$ cat config.mk
export PLATFORM = sky130hd
export DESIGN_NAME = fullwidth_punct_to_ascii_in_code
export DESIGN_NICKNAME = d
export VERILOG_FILES = /design/src/fpa_pkg.sv /design/src/fullwidth_punct_to_ascii_in_code.sv
export VERILOG_INCLUDE_DIRS = /design/src /design/src/src
export SDC_FILE = /design/constraint.sdc
export NUM_CORES = 1
export LEC_CHECK = 0
export ABC_AREA = 1
export BUFFER_PORTS_ARGS = -buffer_cell sky130_fd_sc_hd__buf_4
export CAP_MARGIN = 20
export CORE_MARGIN = 5
export CORE_UTILIZATION = 45
export DETAILED_ROUTE_END_ITERATION = 6
export PLACE_DENSITY = 0.6
export SLEW_MARGIN = 20
export SYNTH_ARGS = -nofsm -noshare
export SYNTH_HDL_FRONTEND = slang
export SYNTH_SLANG_ARGS = --single-unit
$ cat constraint.sdc
create_clock -name clk_i -period 3.1 [get_ports clk_i]
set_input_delay 0.155 -clock clk_i [delete_from_list [all_inputs] [get_ports clk_i]]
set_output_delay 0.155 -clock clk_i [all_outputs]
set_load 0.01 [all_outputs]
$ cat src/assert_macros.svh
// assertion macros for the mapper rtl file
`ifndef ASSERT_MACROS_SVH
`define ASSERT_MACROS_SVH

// check on every rising clock edge outside of reset
`define ASSERT_ON(name, prop) \
  name: assert property (@(posedge clk_i) disable iff (!rst_ni) (prop)) \
    else $error("%m: assertion failed");

// check on every rising clock edge, also during reset
`define ASSERT_ALWAYS(name, prop) \
  name: assert property (@(posedge clk_i) (prop)) \
    else $error("%m: assertion failed");

`endif

$ cat src/fpa_pkg.sv
// types, code unit constants and per-unit processing function for the punctuation mapper
package fpa_pkg;

  localparam int unsigned UnitW = 16;

  // ascii code units that steer the scanner
  localparam logic [UnitW-1:0] CuBslash  = 16'h005C;
  localparam logic [UnitW-1:0] CuDquote  = 16'h0022;
  localparam logic [UnitW-1:0] CuSquote  = 16'h0027;
  localparam logic [UnitW-1:0] CuSlash   = 16'h002F;
  localparam logic [UnitW-1:0] CuStar    = 16'h002A;
  localparam logic [UnitW-1:0] CuNewline = 16'h000A;

  // scanner flags
  typedef struct packed {
    logic str_lit;
    logic chr_lit;
    logic line_cmt;
    logic block_cmt;
    logic esc;
    logic skip;
  } flags_t;

  // one result word
  typedef struct packed {
    logic [UnitW-1:0] unit;
    logic             mapped;
    logic             last;
  } res_t;

  // processing of one unit: result and updated flags
  typedef struct packed {
    flags_t           st;
    logic [UnitW-1:0] unit;
    logic             mapped;
  } proc_t;

  // full-width / cjk punctuation lookup, hit flag in bit 8
  function automatic logic [8:0] map_punct(logic [UnitW-1:0] c);
    logic [8:0] r;
    unique case (c)
      16'hFF1B: r = {1'b1, 8'h3B};
      16'hFF1A: r = {1'b1, 8'h3A};
      16'hFF0C: r = {1'b1, 8'h2C};
      16'h3002: r = {1'b1, 8'h2E};
      16'hFF01: r = {1'b1, 8'h21};
      16'hFF1F: r = {1'b1, 8'h3F};
      16'hFF08: r = {1'b1, 8'h28};
      16'hFF09: r = {1'b1, 8'h29};
      16'h3010: r = {1'b1, 8'h5B};
      16'h3011: r = {1'b1, 8'h5D};
      16'h300A: r = {1'b1, 8'h3C};
      16'h300B: r = {1'b1, 8'h3E};
      16'h201C: r = {1'b1, 8'h22};
      16'h201D: r = {1'b1, 8'h22};
      16'h2018: r = {1'b1, 8'h27};
      16'h2019: r = {1'b1, 8'h27};
      16'h3001: r = {1'b1, 8'h5C};
      16'hFF5B: r = {1'b1, 8'h7B};
      16'hFF5D: r = {1'b1, 8'h7D};
      default:  r = 9'h000;
    endcase
    return r;
  endfunction

  // scan one unit c with optional lookahead n
  function automatic proc_t proc_unit(flags_t st, logic [UnitW-1:0] c, logic has_next,
                                      logic [UnitW-1:0] n);
    proc_t      r;
    logic       done;
    logic [8:0] hit;
    r.st     = st;
    r.unit   = c;
    r.mapped = 1'b0;
    done     = 1'b0;
    hit      = 9'h000;
    if (st.skip) begin
      // slash that closed a block comment
      r.st.skip = 1'b0;
    end else if (c == CuBslash && !st.esc) begin
      r.st.esc = 1'b1;
    end else begin
      if (!st.esc) begin
        if (c == CuDquote && !st.chr_lit && !st.line_cmt && !st.block_cmt) begin
          r.st.str_lit = !st.str_lit;
        end else if (c == CuSquote && !st.str_lit && !st.line_cmt && !st.block_cmt) begin
          r.st.chr_lit = !st.chr_lit;
        end else if (c == CuSlash && has_next && n == CuSlash && !st.str_lit &&
                     !st.chr_lit && !st.block_cmt) begin
          r.st.line_cmt = 1'b1;
        end else if (c == CuSlash && has_next && n == CuStar && !st.str_lit &&
                     !st.chr_lit && !st.line_cmt) begin
          r.st.block_cmt = 1'b1;
        end else if (c == CuStar && has_next && n == CuSlash && st.block_cmt) begin
          r.st.block_cmt = 1'b0;
          r.st.skip      = 1'b1;
          r.st.esc       = 1'b0;
          done           = 1'b1;
        end
      end
      if (!done) begin
        if (c == CuNewline && r.st.line_cmt) begin
          r.st.line_cmt = 1'b0;
        end
        r.st.esc = 1'b0;
        if (!r.st.str_lit && !r.st.chr_lit && !r.st.line_cmt && !r.st.block_cmt) begin
          hit = map_punct(c);
          if (hit[8]) begin
            r.unit   = {8'h00, hit[7:0]};
            r.mapped = 1'b1;
          end
        end
      end
    end
    return r;
  endfunction

endpackage

$ cat src/fullwidth_punct_to_ascii_in_code.sv
// Maps full-width punctuation to ASCII outside literals and comments of source text.
// A word is held until the next word, its lookahead, is accepted, and is then registered;
//   a tlast word is registered at once, or parked in the spare slot behind a held word.
// Throughput: one word per cycle while the output is not stalled; while the spare slot
//   holds a word, no new word is accepted (single output register plus one spare slot).
// Reset: asynchronous, active low; clears flags, the held word and both output slots.
module fullwidth_punct_to_ascii_in_code
  import fpa_pkg::*;
(
  input  logic             clk_i,
  input  logic             rst_ni,
  input  logic             s_axis_tvalid_i,
  output logic             s_axis_tready_o,
  input  logic [UnitW-1:0] s_axis_tdata_i,   // [15:0] code_unit
  input  logic             s_axis_tlast_i,   // text_end
  output logic             m_axis_tvalid_o,
  input  logic             m_axis_tready_i,
  output logic [UnitW-1:0] m_axis_tdata_o,   // [15:0] out_unit
  output logic             m_axis_tuser_o,   // [0] was_mapped
  output logic             m_axis_tlast_o    // last_out
);

`include "assert_macros.svh"

  flags_t           st_q, st_d;
  logic             held_q, held_d;
  logic [UnitW-1:0] held_unit_q, held_unit_d;
  logic             out_vld_q, out_vld_d;
  res_t             out_q, out_d;
  logic             spare_q, spare_d;
  res_t             spare_res_q, spare_res_d;

  logic   accept;
  proc_t  p_held;
  proc_t  p_cur;
  flags_t st_mid;
  res_t   r_held;
  res_t   r_cur;

  // handshake: space in the output register and no spare word waiting
  assign s_axis_tready_o = !spare_q && (!out_vld_q || m_axis_tready_i);
  assign accept          = s_axis_tvalid_i && s_axis_tready_o;

  // held word with incoming lookahead, then incoming word without lookahead
  always_comb begin
    p_held = proc_unit(st_q, held_unit_q, 1'b1, s_axis_tdata_i);
    st_mid = held_q ? p_held.st : st_q;
    p_cur  = proc_unit(st_mid, s_axis_tdata_i, 1'b0, '0);
    r_held = '{unit: p_held.unit, mapped: p_held.mapped, last: 1'b0};
    r_cur  = '{unit: p_cur.unit, mapped: p_cur.mapped, last: 1'b1};
  end

  // scanner state update
  always_comb begin
    st_d        = st_q;
    held_d      = held_q;
    held_unit_d = held_unit_q;
    if (accept) begin
      if (s_axis_tlast_i) begin
        st_d   = '0;
        held_d = 1'b0;
      end else begin
        st_d        = st_mid;
        held_d      = 1'b1;
        held_unit_d = s_axis_tdata_i;
      end
    end
  end

  // output register and spare slot
  always_comb begin
    out_vld_d   = out_vld_q;
    out_d       = out_q;
    spare_d     = spare_q;
    spare_res_d = spare_res_q;
    if (accept) begin
      spare_d = 1'b0;
      if (held_q) begin
        out_vld_d = 1'b1;
        out_d     = r_held;
        if (s_axis_tlast_i) begin
          spare_d     = 1'b1;
          spare_res_d = r_cur;
        end
      end else if (s_axis_tlast_i) begin
        out_vld_d = 1'b1;
        out_d     = r_cur;
      end else begin
        out_vld_d = 1'b0;
      end
    end else if (spare_q && (!out_vld_q || m_axis_tready_i)) begin
      out_vld_d = 1'b1;
      out_d     = spare_res_q;
      spare_d   = 1'b0;
    end else if (m_axis_tready_i) begin
      out_vld_d = 1'b0;
    end
  end

  // control registers
  always_ff @(posedge clk_i or negedge rst_ni) begin
    if (!rst_ni) begin
      st_q        <= '0;
      held_q      <= 1'b0;
      held_unit_q <= '0;
      out_vld_q   <= 1'b0;
      spare_q     <= 1'b0;
    end else begin
      st_q        <= st_d;
      held_q      <= held_d;
      held_unit_q <= held_unit_d;
      out_vld_q   <= out_vld_d;
      spare_q     <= spare_d;
    end
  end

  // payload registers
  always_ff @(posedge clk_i) begin
    out_q       <= out_d;
    spare_res_q <= spare_res_d;
  end

  assign m_axis_tvalid_o = out_vld_q;
  assign m_axis_tdata_o  = out_q.unit;
  assign m_axis_tuser_o  = out_q.mapped;
  assign m_axis_tlast_o  = out_q.last;

  // checks
  `ASSERT_ON(a_spare_behind_out, spare_q |-> out_vld_q)
  `ASSERT_ON(a_spare_blocks_in, spare_q |-> !s_axis_tready_o)
  `ASSERT_ON(a_last_clears_held, (accept && s_axis_tlast_i) |=> (!held_q && st_q == '0))
  `ASSERT_ON(a_spare_from_flush, $rose(spare_q) |-> $past(accept && s_axis_tlast_i))
  `ASSERT_ALWAYS(a_spare_is_last, spare_q |-> spare_res_q.last)

endmodule

* Yosys cells after proc, flatten, opt, wreduce, memory -nomap -nowiden
Index checks and enable logic that the tools add are counted.
** Operators by class
- Eq/ne operators :: 51
- Muxes and demuxes :: 72
- Bitwise operators :: 1
- Reductions and logical operators :: 64
** Operators by type and width (number)
- 16-bit by 14-bit equality test with 1-bit output, second input constant :: 20
- 9-bit case mux with 17 select lines :: 2
- 16-bit equality test, second input constant :: 18
- 17-bit 2-to-1 mux :: 8
- 16-bit by 6-bit equality test with 1-bit output, second input constant :: 8
- 18-bit 2-to-1 mux :: 5
- 9-bit 2-to-1 mux :: 7
- 1-bit logical AND :: 35
- 1-bit 2-to-1 mux :: 35
- 16-bit by 4-bit equality test with 1-bit output, second input constant :: 2
- 16-bit by 7-bit equality test with 1-bit output, second input constant :: 2
- 6-bit 2-to-1 mux :: 5
- 1-bit zero test :: 19
- 5-bit 2-to-1 mux :: 2
- 2-bit 2-to-1 mux :: 4
- 4-bit 2-to-1 mux :: 2
- 2-bit OR reduction :: 4
- 3-bit 2-to-1 mux :: 2
- 2-bit AND reduction :: 2
- 3-bit inequality test, second input constant :: 1
- 3-bit AND reduction :: 1
- 3-bit nonzero test :: 1
- 2-bit nonzero test :: 1
- 1-bit logical OR :: 1
- 1-bit NOT :: 1
** Storage, ports and cells
- Bits in registers :: 60
- Input bits :: 21
- Output and inout port bits :: 20
- Word-level logic and storage cells :: 203

* Logic depth before layout (Yosys ltp)
- Depth in word-level cells :: 53
- Depth in mapped cells :: 20
- Gate-level depth less buffers :: 19

* Least setup slack after synthesis
No wires, ideal clock.
- Path kind :: register to register
- Start :: register out_vld_q, in the netlist m_axis_tvalid_o
- End :: register out_q, in the netlist m_axis_tdata_o[0] (enable)
- Library setup time :: 0.418 ns
- Data arrival time :: 2.295 ns
- Data required time :: 2.682 ns
- Path slack :: 0.387 ns
- Cell stages (with the launch flop) :: 10
- Buffers on the path :: 2
- Clock period less this slack :: 2.713 ns
- Cell sequence :: dfrtp_1 nand2_1 inv_1 nor2_1 nand2_1 inv_1 clkbuf_1 clkbuf_1 o21ai_0 o21ai_0
** Between the ends
- Cells in the longest elaborated chain, start to end :: 6
- Elaborated cells between the ends (all ways) :: 8
- Those cells by class :: 1 x eq/ne; 7 x reduce/logical
** Ends and longest elaborated chain
- start: declaration :: line fullwidth_punct_to_ascii_in_code.sv:28 : logic out_vld_q, out_vld_d;
- start signal: assignment :: line fullwidth_punct_to_ascii_in_code.sv:112 : out_vld_q <= out_vld_d;
- 1-bit zero test (*) :: line fullwidth_punct_to_ascii_in_code.sv:41 : assign s_axis_tready_o = !spare_q && (!out_vld_q || m_axis_tready_i);
- 1-bit logical OR (*) :: line fullwidth_punct_to_ascii_in_code.sv:41
- 1-bit logical AND (*) :: line fullwidth_punct_to_ascii_in_code.sv:41
- via s_axis_tready_o :: line fullwidth_punct_to_ascii_in_code.sv:13 : output logic s_axis_tready_o,
- 1-bit logical AND (*) :: line fullwidth_punct_to_ascii_in_code.sv:42 : assign accept = s_axis_tvalid_i && s_axis_tready_o;
- 3-bit inequality test (no line) or 2-bit nonzero test (tied branches)
- 2-bit AND reduction (no line) (*)
- end signal: assignment :: line fullwidth_punct_to_ascii_in_code.sv:119 : out_q <= out_d;
- end: declaration :: line fullwidth_punct_to_ascii_in_code.sv:29 : res_t out_q, out_d;
Mark *: on every way through the listed nets, which the timed path passes. The rest lies on a longest branch.
A chain may end at the register's enable or synchronous reset.

==> run_results.csv <==
group,metric,value,unit
run_status,status,"finished clean",
synth,synth_area_per_cell,7.05,µm²
cts,cts_resized,0,
setup_path,crit_path_end_kind,"flop",
global_routing,grt_pass1_vias,4235,
setup_path,worstRegToRegCells,18,
floorplan,ios,41,
hold_path,whs_path_depth,1,
sta,fin_ws,0.349,ns
detailed_routing,vias,4312,
synth,seq_area_frac_synth,0.375,
sta,min_period,2.75,ns
sta,setup_viol,0,
setup_path,worst_path_most_repeated_cell,"nand2_1",
floorplan,die_h,110,µm
cts,clk_path_buf_depth,2,
sta,skew,0.00977,ns
synth,async_reset_ff_frac,0.417,
global_routing,grt_pass1_wl,21400,µm
place,place.port_buffers,40,
setup_path,worst_path_max_delay_cell,"dfrtp_1",
setup_path,worstPathRequired,3.17,ns
setup_path,rrSetupSlack,0.35,ns
setup_path,worstPathMaxFanout,17,
sta,rsz0062_at_grt,"no",
power,ir_drop,265,µV
floorplan,start_util,0.459,
cts,numCtsBuffers,9,
hold_path,min_from,"s_axis_tdata_i[7]",
place,dp.cells,799,
hold_path,whs_endpoint,"spare_res_q[9]$_DFFE_PP_",
detailed_routing,viasPerCell,5.28,
setup_path,arrival,2.82,ns
sta,max_slew_margin,0.663,
detailed_routing,drtIter0Drc,360,
power,power_leakage,2.52,nW
cells_and_area,layout-drive-gt1-share,0.215,
cts,clkTransAtPathRegs,0.08,ns
setup_path,path_delay_family,"simple AND/OR/NAND/NOR gates",
sta,hold_violations,0,
place,place.gp.congestion,0.934,
cells_and_area,antenna_cells,0,
setup_path,crit_buf_inv,2,
synth,synth_cell_types,40,
detailed_routing,firstDrtPassIters,5,
setup_path,r2r-end,"m_axis_tdata_o[10]$_DFFE_PP_",
cts,cts_setup_buffers,0,
floorplan,die_x,110,µm
sta,final_max_slew_viol_count,0,
synth,synth_seq_cells,60,
synth,synth_largest_type_area_fraction,0.235,
synth,ys.flop_type,"edfxtp_1",
synth,synth_area_leader_cell,"edfxtp_1",
hold_path,min_path_type,"in2reg",
synth,synth_cells,633,
sta,final.period_utilization,0.887,
synth,syn_nets,654,
detailed_routing,drt_wl_total,13300,µm
sta,fin_tns_setup,0,ns
detailed_routing,drc,0,
power,p_per_area,564,mW/mm²
setup_path,cp.depth,18,
floorplan,core,0.00973,mm²
job,max-cap-violations,0,
floorplan,rows,36,
global_routing,grt_antenna_before_repair,0,
setup_path,worstPathCellList,"inv_2, nand2_2, nor2_2, nand2_1, nor2_2, nand2_1, nand2_1, nand3_2, nand2_1, nand2_1, nand2_2, nand3_2, nor2_4, nand2_4, nand2_1, inv_1, nor2_1, o21ai_0",
global_routing,track_usage,0.235,
cells_and_area,stdcell_area,0.00511,mm²
synth,synth_area_leaders,"edfxtp_1 (24%), dfrtp_1 (14%), nand2_1 (13%)",
cts,htree_num_levels,3,
place,place_hpwl,10400,µm
sta,hold_slack,0.0364,ns
cts,cts_root_buffer,"clkbuf_8",
detailed_routing,ant_nets,0,
place,postPlaceCellArea,0.00490,mm²
setup_path,max_stage_delay,0.45,ns
cells_and_area,nets,699,
cts,clkSinkCount,60,
cells_and_area,stdcell_count,816,
setup_path,worstSetupStartpoint,"held_unit_q[0]$_DFFE_PN0P_",
cts,cts_hold_buf,1,
cells_and_area,fill_cells,999,
setup_path,critPathLaunchType,"flop",
synth,synth_edf_count,35,
global_routing,globalRoute.totalOverflow,0,
cells_and_area,seq_area,0.00168,mm²
floorplan,die-area,0.0120,mm²
synth,yosys_warnings,0,
setup_path,r2r-start,"held_unit_q[0]$_DFFE_PN0P_",
synth,netlist_area,0.00447,mm²
global_routing,grt_max_degree,36,
cells_and_area,multi_input_area,0.00234,mm²
cells_and_area,area.growth.synth_to_final,14.4,%
place,pre_cts_ws,0.372,ns
sta,worst-slew-pin-transition,0.504,ns
cts,tritoncts,"built",
sta,fmax,364,MHz
cts,clk_latency,0.34,ns
setup_path,worstSetupPathType,"reg2reg",
detailed_routing,drt-wirelength-per-cell,16.3,µm
==> area by class of cell <==
| class | count | share of cell area |
|---|---|---|
| inverters | 96 | 0.0705 |
| flip-flops and latches | 60 | 0.328 |
| clock buffers | 9 | 0.0242 |
| multi-input cells | 463 | 0.459 |
| well taps | 133 | 0.0326 |
| repair buffers | 48 | 0.0710 |
| clock inverters | 7 | 0.0147 |
==> synth_stat cells, drive strengths merged (2+ instances only) <==
cell type  count
dfrtp         25
clkbuf         8
inv           96
a31oi          6
nor3          12
o21bai         2
o21ai         31
o22ai          5
mux2           3
buf            6
edfxtp        35
a21oi          9
a21boi         6
nor2         110
nand2        177
nand4         21
or2            8
nand3         65
o2111ai        2
==> registers in the layout, summed over array words and instances, names as in the netlist <==
name,flops
spare_q,1
m_axis_tuser_o,1
held_q,1
m_axis_tlast_o,1
m_axis_tdata_o,16
held_unit_q,16
m_axis_tvalid_o,1
spare_res_q,17
st_q,6
==> stage by stage <==
stage          total power, W   util
3_5_place_dp          0.00216  0.504
6_report              0.00288  0.525
5_1_grt               0.00306  0.525
2_1_floorplan         0.00181      -
4_1_cts               0.00289  0.525
3_3_place_gp          0.00215  0.504
==> how the worst max path moves through the flow <==
stage	to	slack [ns]
floorplan	m_axis_tdata_o[0]$_DFFE_PP_	0.39
global placement	m_axis_tdata_o[10]$_DFFE_PP_	0.35
detailed placement	m_axis_tdata_o[10]$_DFFE_PP_	0.37
CTS	m_axis_tdata_o[10]$_DFFE_PP_	0.37
global route	m_axis_tdata_o[10]$_DFFE_PP_	0.03
finish	m_axis_tdata_o[10]$_DFFE_PP_	0.35
==> where the power goes <==
part           internal (W)  switching, W
Clock              0.000376      0.000357
Combinational      0.000344      0.000657
Sequential          0.00102      0.000128
Total               0.00174       0.00114
==> layout by cell type (no fill, tap or decap), types with 2 or more instances in the layout <==
cell type and count:
a21boi_2 5, a21oi_1 8, a31oi_1 6, buf_4 47
clkbuf_8 9, clkinv_2 2, clkinv_4 3, dfrtp_1 25
edfxtp_1 35, inv_1 83, inv_2 13, mux2_2 3
nand2_1 155, nand2_2 14, nand2_4 8, nand3_1 55
nand3_2 10, nand4_1 21, nor2_1 91, nor2_2 13
nor2_4 6, nor3_1 11, o2111ai_1 2, o21ai_0 28
o21ai_1 2, o22ai_1 5, or2_2 8
==> logic make-up (layout without fill, tap and decap cells) <==
family                 after synthesis  in the layout  synth area share
AOI/OAI and AO/OA                   64             64            0.0936
buffers and inverters              110            160            0.0995
DFF                                 60             60             0.375
muxes                                3              3           0.00756
and+or+nand+nor                    396            396             0.424
==> worst reg2reg max path: stages, from the launching register on <==
cell,delay (ns)
dfrtp_1,0.45
inv_2,0.15
nand2_2,0.06
nor2_2,0.24
nand2_1,0.11
nor2_2,0.12
nand2_1,0.09
nand2_1,0.08
nand3_2,0.09
nand2_1,0.08
nand2_1,0.06
nand2_2,0.07
nand3_2,0.11
nor2_4,0.21
nand2_4,0.24
nand2_1,0.14
inv_1,0.06
nor2_1,0.07
o21ai_0,0.08
==> layer usage <==
layer  vias up  wire length, µm  track usage
li1       2152                -            -
met5         -                0            0
met4         0              403       0.0953
met1      1979             5710        0.297
met2       161             6520        0.400
met3        20              708       0.0393
(Power assumes the default switching activity.)
